## src/rtl/z80alu_pkg.sv

```systemverilog
// Package for the Z80 ALU: operation codes, flag bit positions and the
// request and response word types. No dependencies.
package z80alu_pkg;

   localparam logic [4:0] CMD_ADD   = 5'd0;
   localparam logic [4:0] CMD_ADC   = 5'd1;
   localparam logic [4:0] CMD_SUB   = 5'd2;
   localparam logic [4:0] CMD_SBC   = 5'd3;
   localparam logic [4:0] CMD_AND   = 5'd4;
   localparam logic [4:0] CMD_XOR   = 5'd5;
   localparam logic [4:0] CMD_OR    = 5'd6;
   localparam logic [4:0] CMD_CP    = 5'd7;
   localparam logic [4:0] CMD_INC   = 5'd8;
   localparam logic [4:0] CMD_DEC   = 5'd9;
   localparam logic [4:0] CMD_RLC   = 5'd10;
   localparam logic [4:0] CMD_RRC   = 5'd11;
   localparam logic [4:0] CMD_RL    = 5'd12;
   localparam logic [4:0] CMD_RR    = 5'd13;
   localparam logic [4:0] CMD_SLA   = 5'd14;
   localparam logic [4:0] CMD_SRA   = 5'd15;
   localparam logic [4:0] CMD_SLL   = 5'd16;
   localparam logic [4:0] CMD_SRL   = 5'd17;
   localparam logic [4:0] CMD_DAA   = 5'd18;
   localparam logic [4:0] CMD_CPL   = 5'd19;
   localparam logic [4:0] CMD_BIT   = 5'd20;
   localparam logic [4:0] CMD_RES   = 5'd21;
   localparam logic [4:0] CMD_SET   = 5'd22;
   localparam logic [4:0] CMD_ADD16 = 5'd23;
   localparam logic [4:0] CMD_ADC16 = 5'd24;
   localparam logic [4:0] CMD_SBC16 = 5'd25;

   // Flag bit positions within the flag byte.
   localparam int FLAG_S = 7;
   localparam int FLAG_Z = 6;
   localparam int FLAG_H = 4;
   localparam int FLAG_P = 2;
   localparam int FLAG_N = 1;
   localparam int FLAG_C = 0;

   // Bits 5 and 3 of the flag byte are always held at zero.
   localparam logic [7:0] FLAG_MASK = 8'hD7;

   typedef struct packed {
      logic [4:0]  cmd;
      logic [15:0] operand_a;
      logic [15:0] operand_b;
      logic [2:0]  bit_index;
   } req_type;

   typedef struct packed {
      logic [15:0] result;
      logic [7:0]  flags;
      logic        writes_back;
   } rsp_type;

endpackage

```

## src/rtl/z80_alu_with_flags.sv

```systemverilog
// Z80 ALU top level: input register, single-pass ALU and flag logic, result
// register. Depends on z80alu_pkg.

// Each accepted word is registered, computed in one pass of combinational logic
// and placed in the result register on the next edge unless rsp_stall holds it,
// so one word is taken per cycle while the result side does not stall. The flag
// register is updated as a word moves into the result register; the next word
// therefore always sees the flags left by the one before it. The input register
// keeps taking words while a finished result waits, and req_stall rises only
// when both registers are full and rsp_stall is high.
module z80_alu_with_flags
   import z80alu_pkg::*;
(
   input  logic    clock,
   input  logic    reset,
   input  logic    req_valid,
   output logic    req_stall,
   input  req_type req_data,
   output logic    rsp_valid,
   input  logic    rsp_stall,
   output rsp_type rsp_data
);

   logic    in_valid_ff, in_valid_in;
   req_type in_word_ff;
   logic    out_valid_ff, out_valid_in;
   rsp_type out_word_ff;
   logic [7:0] flag_ff;
   logic    advance;
   rsp_type alu_word;

   assign advance     = in_valid_ff && (!out_valid_ff || !rsp_stall);
   assign req_stall   = in_valid_ff && !advance;
   assign in_valid_in = (req_valid && !req_stall) || (in_valid_ff && !advance);
   assign out_valid_in = advance || (out_valid_ff && rsp_stall);

   assign rsp_valid = out_valid_ff;
   assign rsp_data  = out_word_ff;

   always_ff @(posedge clock) begin
      if (reset) begin
         in_valid_ff  <= 1'b0;
         out_valid_ff <= 1'b0;
         flag_ff      <= 8'h00;
      end else begin
         in_valid_ff  <= in_valid_in;
         out_valid_ff <= out_valid_in;
         if (advance) begin
            flag_ff <= alu_word.flags;
         end
      end
   end

   always_ff @(posedge clock) begin
      if (req_valid && !req_stall) begin
         in_word_ff <= req_data;
      end
      if (advance) begin
         out_word_ff <= alu_word;
      end
   end

   // ALU datapath.
   always_comb begin
      logic [7:0]  a, b, r8, diff;
      logic [15:0] a16, b16;
      logic [8:0]  t9;
      logic [16:0] t17;
      logic [15:0] r16;
      logic        cin, cout, fs, fz, fh, fp, fn, fc;
      logic [7:0]  f, nf;
      logic        wb;

      a   = in_word_ff.operand_a[7:0];
      b   = in_word_ff.operand_b[7:0];
      a16 = in_word_ff.operand_a;
      b16 = in_word_ff.operand_b;
      f   = flag_ff & FLAG_MASK;
      cin = f[FLAG_C];
      t9  = 9'd0;
      t17 = 17'd0;
      r8  = 8'd0;
      diff = 8'd0;
      cout = 1'b0;
      r16 = a16;
      wb  = 1'b1;
      fs = f[FLAG_S];
      fz = f[FLAG_Z];
      fh = f[FLAG_H];
      fp = f[FLAG_P];
      fn = f[FLAG_N];
      fc = f[FLAG_C];

      unique case (in_word_ff.cmd) inside
         CMD_ADD, CMD_ADC: begin
            t9 = {1'b0, a} + {1'b0, b}
               + {8'd0, (in_word_ff.cmd == CMD_ADC) & cin};
            r8 = t9[7:0];
            r16 = {8'd0, r8};
            fs = r8[7];
            fz = (r8 == 8'd0);
            fh = a[4] ^ b[4] ^ r8[4];
            fp = ~(a[7] ^ b[7]) & (a[7] ^ r8[7]);
            fn = 1'b0;
            fc = t9[8];
         end
         CMD_SUB, CMD_SBC, CMD_CP: begin
            t9 = {1'b0, a} - {1'b0, b}
               - {8'd0, (in_word_ff.cmd == CMD_SBC) & cin};
            r8 = t9[7:0];
            r16 = {8'd0, r8};
            fs = r8[7];
            fz = (r8 == 8'd0);
            fh = a[4] ^ b[4] ^ r8[4];
            fp = (a[7] ^ b[7]) & (a[7] ^ r8[7]);
            fn = 1'b1;
            fc = t9[8];
            if (in_word_ff.cmd == CMD_CP) begin
               r16 = a16;
               wb  = 1'b0;
            end
         end
         CMD_AND, CMD_XOR, CMD_OR: begin
            if (in_word_ff.cmd == CMD_AND) begin
               r8 = a & b;
            end else if (in_word_ff.cmd == CMD_XOR) begin
               r8 = a ^ b;
            end else begin
               r8 = a | b;
            end
            r16 = {8'd0, r8};
            fs = r8[7];
            fz = (r8 == 8'd0);
            fh = (in_word_ff.cmd == CMD_AND);
            fp = ~^r8;
            fn = 1'b0;
            fc = 1'b0;
         end
         CMD_INC: begin
            r8 = a + 8'd1;
            r16 = {8'd0, r8};
            fs = r8[7];
            fz = (r8 == 8'd0);
            fh = (a[3:0] == 4'hF);
            fp = (a == 8'h7F);
            fn = 1'b0;
         end
         CMD_DEC: begin
            r8 = a - 8'd1;
            r16 = {8'd0, r8};
            fs = r8[7];
            fz = (r8 == 8'd0);
            fh = (a[3:0] == 4'h0);
            fp = (a == 8'h80);
            fn = 1'b1;
         end
         CMD_RLC, CMD_RL, CMD_SLA, CMD_SLL, CMD_RRC, CMD_RR, CMD_SRA, CMD_SRL: begin
            case (in_word_ff.cmd)
               CMD_RLC: begin
                  cout = a[7];
                  r8 = {a[6:0], a[7]};
               end
               CMD_RL: begin
                  cout = a[7];
                  r8 = {a[6:0], cin};
               end
               CMD_SLA: begin
                  cout = a[7];
                  r8 = {a[6:0], 1'b0};
               end
               CMD_SLL: begin
                  cout = a[7];
                  r8 = {a[6:0], 1'b1};
               end
               CMD_RRC: begin
                  cout = a[0];
                  r8 = {a[0], a[7:1]};
               end
               CMD_RR: begin
                  cout = a[0];
                  r8 = {cin, a[7:1]};
               end
               CMD_SRA: begin
                  cout = a[0];
                  r8 = {a[7], a[7:1]};
               end
               default: begin
                  cout = a[0];
                  r8 = {1'b0, a[7:1]};
               end
            endcase
            r16 = {8'd0, r8};
            fs = r8[7];
            fz = (r8 == 8'd0);
            fh = 1'b0;
            fp = ~^r8;
            fn = 1'b0;
            fc = cout;
         end
         CMD_DAA: begin
            if (f[FLAG_H] || (a[3:0] > 4'h9)) begin
               diff[3:0] = 4'h6;
            end
            if (cin || (a > 8'h99)) begin
               diff[7:4] = 4'h6;
               fc = 1'b1;
            end
            if (f[FLAG_N]) begin
               r8 = a - diff;
               fh = f[FLAG_H] && (a[3:0] < 4'h6);
            end else begin
               r8 = a + diff;
               fh = (a[3:0] > 4'h9);
            end
            r16 = {8'd0, r8};
            fs = r8[7];
            fz = (r8 == 8'd0);
            fp = ~^r8;
         end
         CMD_CPL: begin
            r8 = ~a;
            r16 = {8'd0, r8};
            fh = 1'b1;
            fn = 1'b1;
         end
         CMD_BIT: begin
            wb = 1'b0;
            fz = ~a[in_word_ff.bit_index];
            fp = fz;
            fs = a[in_word_ff.bit_index] && (in_word_ff.bit_index == 3'd7);
            fh = 1'b1;
            fn = 1'b0;
         end
         CMD_RES: begin
            r8 = a;
            r8[in_word_ff.bit_index] = 1'b0;
            r16 = {8'd0, r8};
         end
         CMD_SET: begin
            r8 = a;
            r8[in_word_ff.bit_index] = 1'b1;
            r16 = {8'd0, r8};
         end
         CMD_ADD16: begin
            t17 = {1'b0, a16} + {1'b0, b16};
            r16 = t17[15:0];
            // Half carry is the carry into bit 12.
            fh = a16[12] ^ b16[12] ^ r16[12];
            fn = 1'b0;
            fc = t17[16];
         end
         CMD_ADC16, CMD_SBC16: begin
            if (in_word_ff.cmd == CMD_ADC16) begin
               t17 = {1'b0, a16} + {1'b0, b16} + {16'd0, cin};
               fp = ~(a16[15] ^ b16[15]) & (a16[15] ^ t17[15]);
               fn = 1'b0;
            end else begin
               t17 = {1'b0, a16} - {1'b0, b16} - {16'd0, cin};
               fp = (a16[15] ^ b16[15]) & (a16[15] ^ t17[15]);
               fn = 1'b1;
            end
            r16 = t17[15:0];
            fs = r16[15];
            fz = (r16 == 16'd0);
            fh = a16[12] ^ b16[12] ^ r16[12];
            fc = t17[16];
         end
         default: begin
            wb = 1'b0;
         end
      endcase

      nf = {fs, fz, 1'b0, fh, 1'b0, fp, fn, fc};
      alu_word.result      = r16;
      alu_word.flags       = nf & FLAG_MASK;
      alu_word.writes_back = wb;
   end

endmodule

```

## config.mk

```make
export PLATFORM = sky130hd
export DESIGN_NAME = z80_alu_with_flags
export DESIGN_NICKNAME = d
export VERILOG_FILES = /design/src/rtl/z80alu_pkg.sv /design/src/rtl/z80_alu_with_flags.sv
export SDC_FILE = /design/constraint.sdc
export NUM_CORES = 1
export LEC_CHECK = 0
export ABC_AREA = 1
export ABC_CLOCK_PERIOD_IN_PS = 7800
export BUFFER_PORTS_ARGS = -buffer_cell sky130_fd_sc_hd__buf_2
export CAP_MARGIN = 30
export CORE_MARGIN = 2
export CORE_UTILIZATION = 50
export DETAILED_ROUTE_END_ITERATION = 10
export PLACE_DENSITY = 0.69
export SYNTH_ARGS = -nofsm -noshare
export SYNTH_HDL_FRONTEND = slang
export SYNTH_SLANG_ARGS = --single-unit
```

## constraint.sdc

```tcl
create_clock -name clock -period 7.8 [get_ports clock]
set_input_delay 1.56 -clock clock [delete_from_list [all_inputs] [get_ports clock]]
set_output_delay 1.56 -clock clock [all_outputs]
set_load 0.02 [all_outputs]
```

# After elaboration in Yosys (flattened, before gate mapping)
# Index checks and enable logic that the tools add are counted.
[op_classes]
add_sub_neg = 12
n_mul = 0
div = 0
order_cmp = 5
eq_ne = 29
shift = 0
muxes = 32
n_bitwise = 28
reduce_logical = 39
[ops]
columns = ["op", "n"]
rows = [
  ["$pmux W16 S12", 1],
  ["$logic_not A8 Y1", 7],
  ["$pmux W8 S7", 1],
  ["$eq A5 B5 Y1 const B", 10],
  ["$mux W8", 6],
  ["$eq A5 B4 Y1 const B", 8],
  ["$mux W17", 2],
  ["$pmux W1 S9", 3],
  ["$reduce_xnor A8 Y1", 3],
  ["$reduce_or A22 Y1", 1],
  ["$eq A5 B3 Y1 const B", 4],
  ["$add A16 B16 Y17", 1],
  ["$add A17 B1 Y17", 1],
  ["$sub A16 B16 Y17", 1],
  ["$sub A17 B1 Y17", 1],
  ["$and A8 B8 Y8", 2],
  ["$logic_not A16 Y1", 1],
  ["$mux W16", 1],
  ["$not A8 Y8", 2],
  ["$or A8 B8 Y8", 2],
  ["$reduce_or A16 Y1", 1],
  ["$xor A1 B1 Y1", 12],
  ["$eq A5 B2 Y1 const B", 2],
  ["$pmux W1 S10", 1],
  ["other kinds (39)", 71],
]
[totals]
reg_bits = 71
latchBits = 0
ram_bits = 0
rom_bits = 0
input_bits = 44
output_inout_bits = 27
word_cells = 155
mem_count = 0

# Depth between registers and ports, before layout
[depth]
depth_word = 9
ltp_mapped = 27
mapped_depth_nobuf = 26

# Worst setup path before layout
# No wires, ideal clock.
[synth_timing]
path_kind = "reg2reg"
from = "reg in_word_ff[20] (netlist bit)"
to = "reg out_word_ff (netlist bit rsp_data[3]), data pin"
setup_time_ns = 0.251
arrival_ns = 4.139
required_time_ns = 7.549
setup_slack_ns = 3.411
stages_incl_launch_ff = 27
n_path_buf = 1
synth_period_minus_slack_ns = 4.389
path_cell_list = "edfxtp_1 > buf_2 > clkinv_1 > ha_1 > a21oi_1 > o21ai_0 > nand2_1 > nand2_1 > ha_1 > a21oi_1 > nand2_1 > a21oi_1 > o21ai_0 > a21o_1 > a21oi_1 > or2_2 > nand2_1 > ha_1 > xnor2_1 > xor2_1 > o22ai_1 > nor2_1 > nand3_1 > nor2_1 > nand2_1 > nand2_1 > inv_1"
[synth_rtl]
columns = ["item", "line", "source"]
rows = [
  ["start: declaration", "z80_alu_with_flags.sv:25", "req_type in_word_ff;"],
  ["start signal: assignment", "z80_alu_with_flags.sv:56", "in_word_ff <= req_data;"],
  ["end signal: assignment", "z80_alu_with_flags.sv:59", "out_word_ff <= alu_word;"],
  ["end: declaration", "z80_alu_with_flags.sv:27", "rsp_type out_word_ff;"],
]

==> out/qor.txt <==
Synth Cell Area: 8387 um^2
DIE HEIGHT: 133.5 um
Ys Warns: 0
cell mode on critical path: nand2_1
grt met3 use: 7.686%
Max Cap Violations: 0
DP Wirelength: 23870 um
total track usage: 33.89%
WHS Path Cells: 2
Compound-Gate Fraction of Synth Area: 15.95%
Setup Viol. Count Final: 0
final hold violations: 0
Buf/Inv on CP: 3
synthesis-to-layout area growth: 10.31%
TritonCTS clock tree: done
clk slew on worst S/H paths: 0.06 ns
WS Path Type: flip-flop to flip-flop
hold buffer count at cts: 0
die area: 17820 um^2
Pwr per Cell Area: 178.6 nW/um^2
Seq/Total Area, Yosys: 24.47%
die width: 133.5 um
Residual DRC: 0
ranking of synthesized cells by area: edfxtp_1 23%, nand2_1 13%, ha_1 13%
post-synthesis simple-gate area fraction: 30.54%
Rel. slew slack: 45.52%
Async SR Flop Fraction: 0%
fin util: 56.19%
CP arrival: 4.82 ns
latest clock arrival within the worst-skew pair: 0.35 ns
CP Capture Type: flip-flop
Post-DRT Antenna Nets: 0
Levels on crit path: 26
global-route wire length before repair: 45940 um
Crit path max-delay family: simple AND/OR/NAND/NOR gates
adder-cell share of the synthesized area: 14.50%
Synth top area share: 22.56%
global routing's busiest layer: met2
outcome: finished clean
Req. time, crit path: 7.91 ns
ANT cells: 0
library cells used by synthesis: 57
DR iter-0 viols: 937
grt total ovfl: 0
Synth Flop Type: edfxtp_1
number of fill cells: 1698
pin count of the biggest net entering global routing: 29
M2 GR Usage: 52.26%
postcts setup bufs: 0
RSZ-0062 raised after global routing: no
Final Max Tran Viols: 0
slowest stage delay, CP: 0.64 ns
Max FO, Critical Path: 17
# resized after CTS: 0
setup TNS: 0 ns
P_leak: 4.457 nW
VDD IR max: 0.1085 mV
largest area contributor in the netlist: edfxtp_1
Rows: 47
Initial Util: 50.93%
vias in the first global route: 8389
share of cells above drive strength 1: 11.35%
Tightest Pin Transition: 0.8087 ns
routability-driven placement congestion ratio: 1.013
Num CTS Buffers: 9
register bit total from synthesis: 71
I/O pin count: 71
nets: 1418
synthesized area per cell: 6.863 um^2
Core Area: 16470 um^2
Via density: 5.823
antenna violations before repair: 0
via count: 8770
Synth Instances: 1222
Sink Count: 71
Pre-Repair DR Iteration Count: 7
Post-Synth XOR/XNOR Area: 4.386%
DRT Wirelength: 29820 um
H-tree Lvls: 3
Period Utilization, post-route: 60.38%
Hold Path Class: flip-flop to flip-flop
slowest stage cell, crit path: edfxtp_1
Startpoint Class: flip-flop
clock buffer depth: 2
FMAX: 0.2123 GHz
main combinational cell family by area after synthesis: simple AND/OR/NAND/NOR gates
Root Buffer: clkbuf_16
min cycle time layout: 4.710 ns
mux contribution to synthesized area: 0.1193%
clock skew: 0.008555 ns
number of synthesized flops with an enable pin: 63
Port Buffers: 68
Reg2Reg Depth: 26
routed length per instance: 19.80 um
GRT met1 Usage: 45.49%
==> path summary, 6_finish.rpt <==
path                       startpoint                     to  slack [ns]
min            in_valid_ff$_SDFF_PP0_   rsp_valid$_SDFF_PP0_        0.50
min reg2reg    in_valid_ff$_SDFF_PP0_   rsp_valid$_SDFF_PP0_        0.50
max reg2reg  in_word_ff[19]$_DFFE_PP_  rsp_data[3]$_DFFE_PP_        3.09
max          in_word_ff[19]$_DFFE_PP_  rsp_data[3]$_DFFE_PP_        3.09
==> synth_stat cells, drive strengths merged, types with 2 or more instances <==
library cell,instances
nand2,308
inv,174
o21a,2
a21o,4
o22ai,17
a41oi,2
a2111oi,4
a221oi,6
o2111ai,5
dfxtp,8
nand3,101
buf,19
a31oi,6
nor2,110
clkbuf,12
edfxtp,63
a21oi,55
nand4,21
o211ai,13
o31ai,4
xor2,28
xnor2,14
fa,7
o21ai,75
clkinv,5
o221ai,9
or2,9
and3,2
ha,86
nor4,7
a211oi,5
nor3,26
o21bai,4
a22oi,3
==> layout by cell type (no fill, tap or decap), drive strengths merged, types with 17 or more instances in the layout <==
cell type,count
nor3,26
edfxtp,63
buf,78
o22ai,17
xor2,28
nand3,101
nand4,21
a21oi,55
nand2,308
o21ai,75
ha,86
nor2,110
inv,174
==> power breakdown <==
part	internal [mW]	switching, mW
Combinational	0.231	0.471
Sequential	0.449	0.0263
Clock	0.285	0.190
Total	0.965	0.687
==> per-layer routing <==
metal	vias to the layer above	share of wire [%]
met4	0	4.2
met1	4025	43
met2	428	44
met3	83	9.4
met5	-	0
li1	4234	-
==> worst min-delay path, cell delays in order (launching register included) <==
cell     delay (ns)
dfxtp_1        0.31
inv_1          0.08
a21oi_1        0.07
==> sequential cells by signal (all words and copies together) (netlist names) <==
register / flops
flag_ff: 6
rsp_data: 23
rsp_valid: 1
in_word_ff: 40
in_valid_ff: 1
==> logic make-up (layout without fill, tap and decap cells) <==
kind of cell / count (synthesis) / in the layout
AOI/OAI and AO/OA: 218 / 218
xor gates and xnor gates: 42 / 42
adders and majority gates: 93 / 93
buffers and inverters: 210 / 273
DFF: 71 / 71
muxes: 1 / 1
other: 1 / 2
and+or+nand+nor: 586 / 586
==> area by class of cell <==
| type | count | area, um^2 | area share [%] |
|---|---|---|---|
| Multi-Input combinational cell | 942 | 5500 | 59.45 |
| Sequential cell | 71 | 2052 | 22.18 |
| Inverter | 179 | 676.9 | 7.317 |
| Timing Repair Buffer | 78 | 415.4 | 4.490 |
| Tap cell | 220 | 275.3 | 2.975 |
| Clock buffer | 9 | 225.2 | 2.434 |
| Clock inverter | 7 | 106.4 | 1.150 |
==> through the flow <==
stage	instance area (um^2)	hold WS, ns	total power [mW]	setup WS [ns]	cells
3_5_place_dp	8920	0.4968	1.163	3.098	1490
5_1_grt	9251	0.5514	1.752	2.658	1506
4_1_cts	9251	0.5041	1.642	3.086	1506
6_report	9251	0.4970	1.652	3.090	1506
2_1_floorplan	8391	0.4591	0.9688	3.411	1223
3_3_place_gp	8912	0.4917	1.157	3.253	1489
Power figures use the tool's default switching activity.
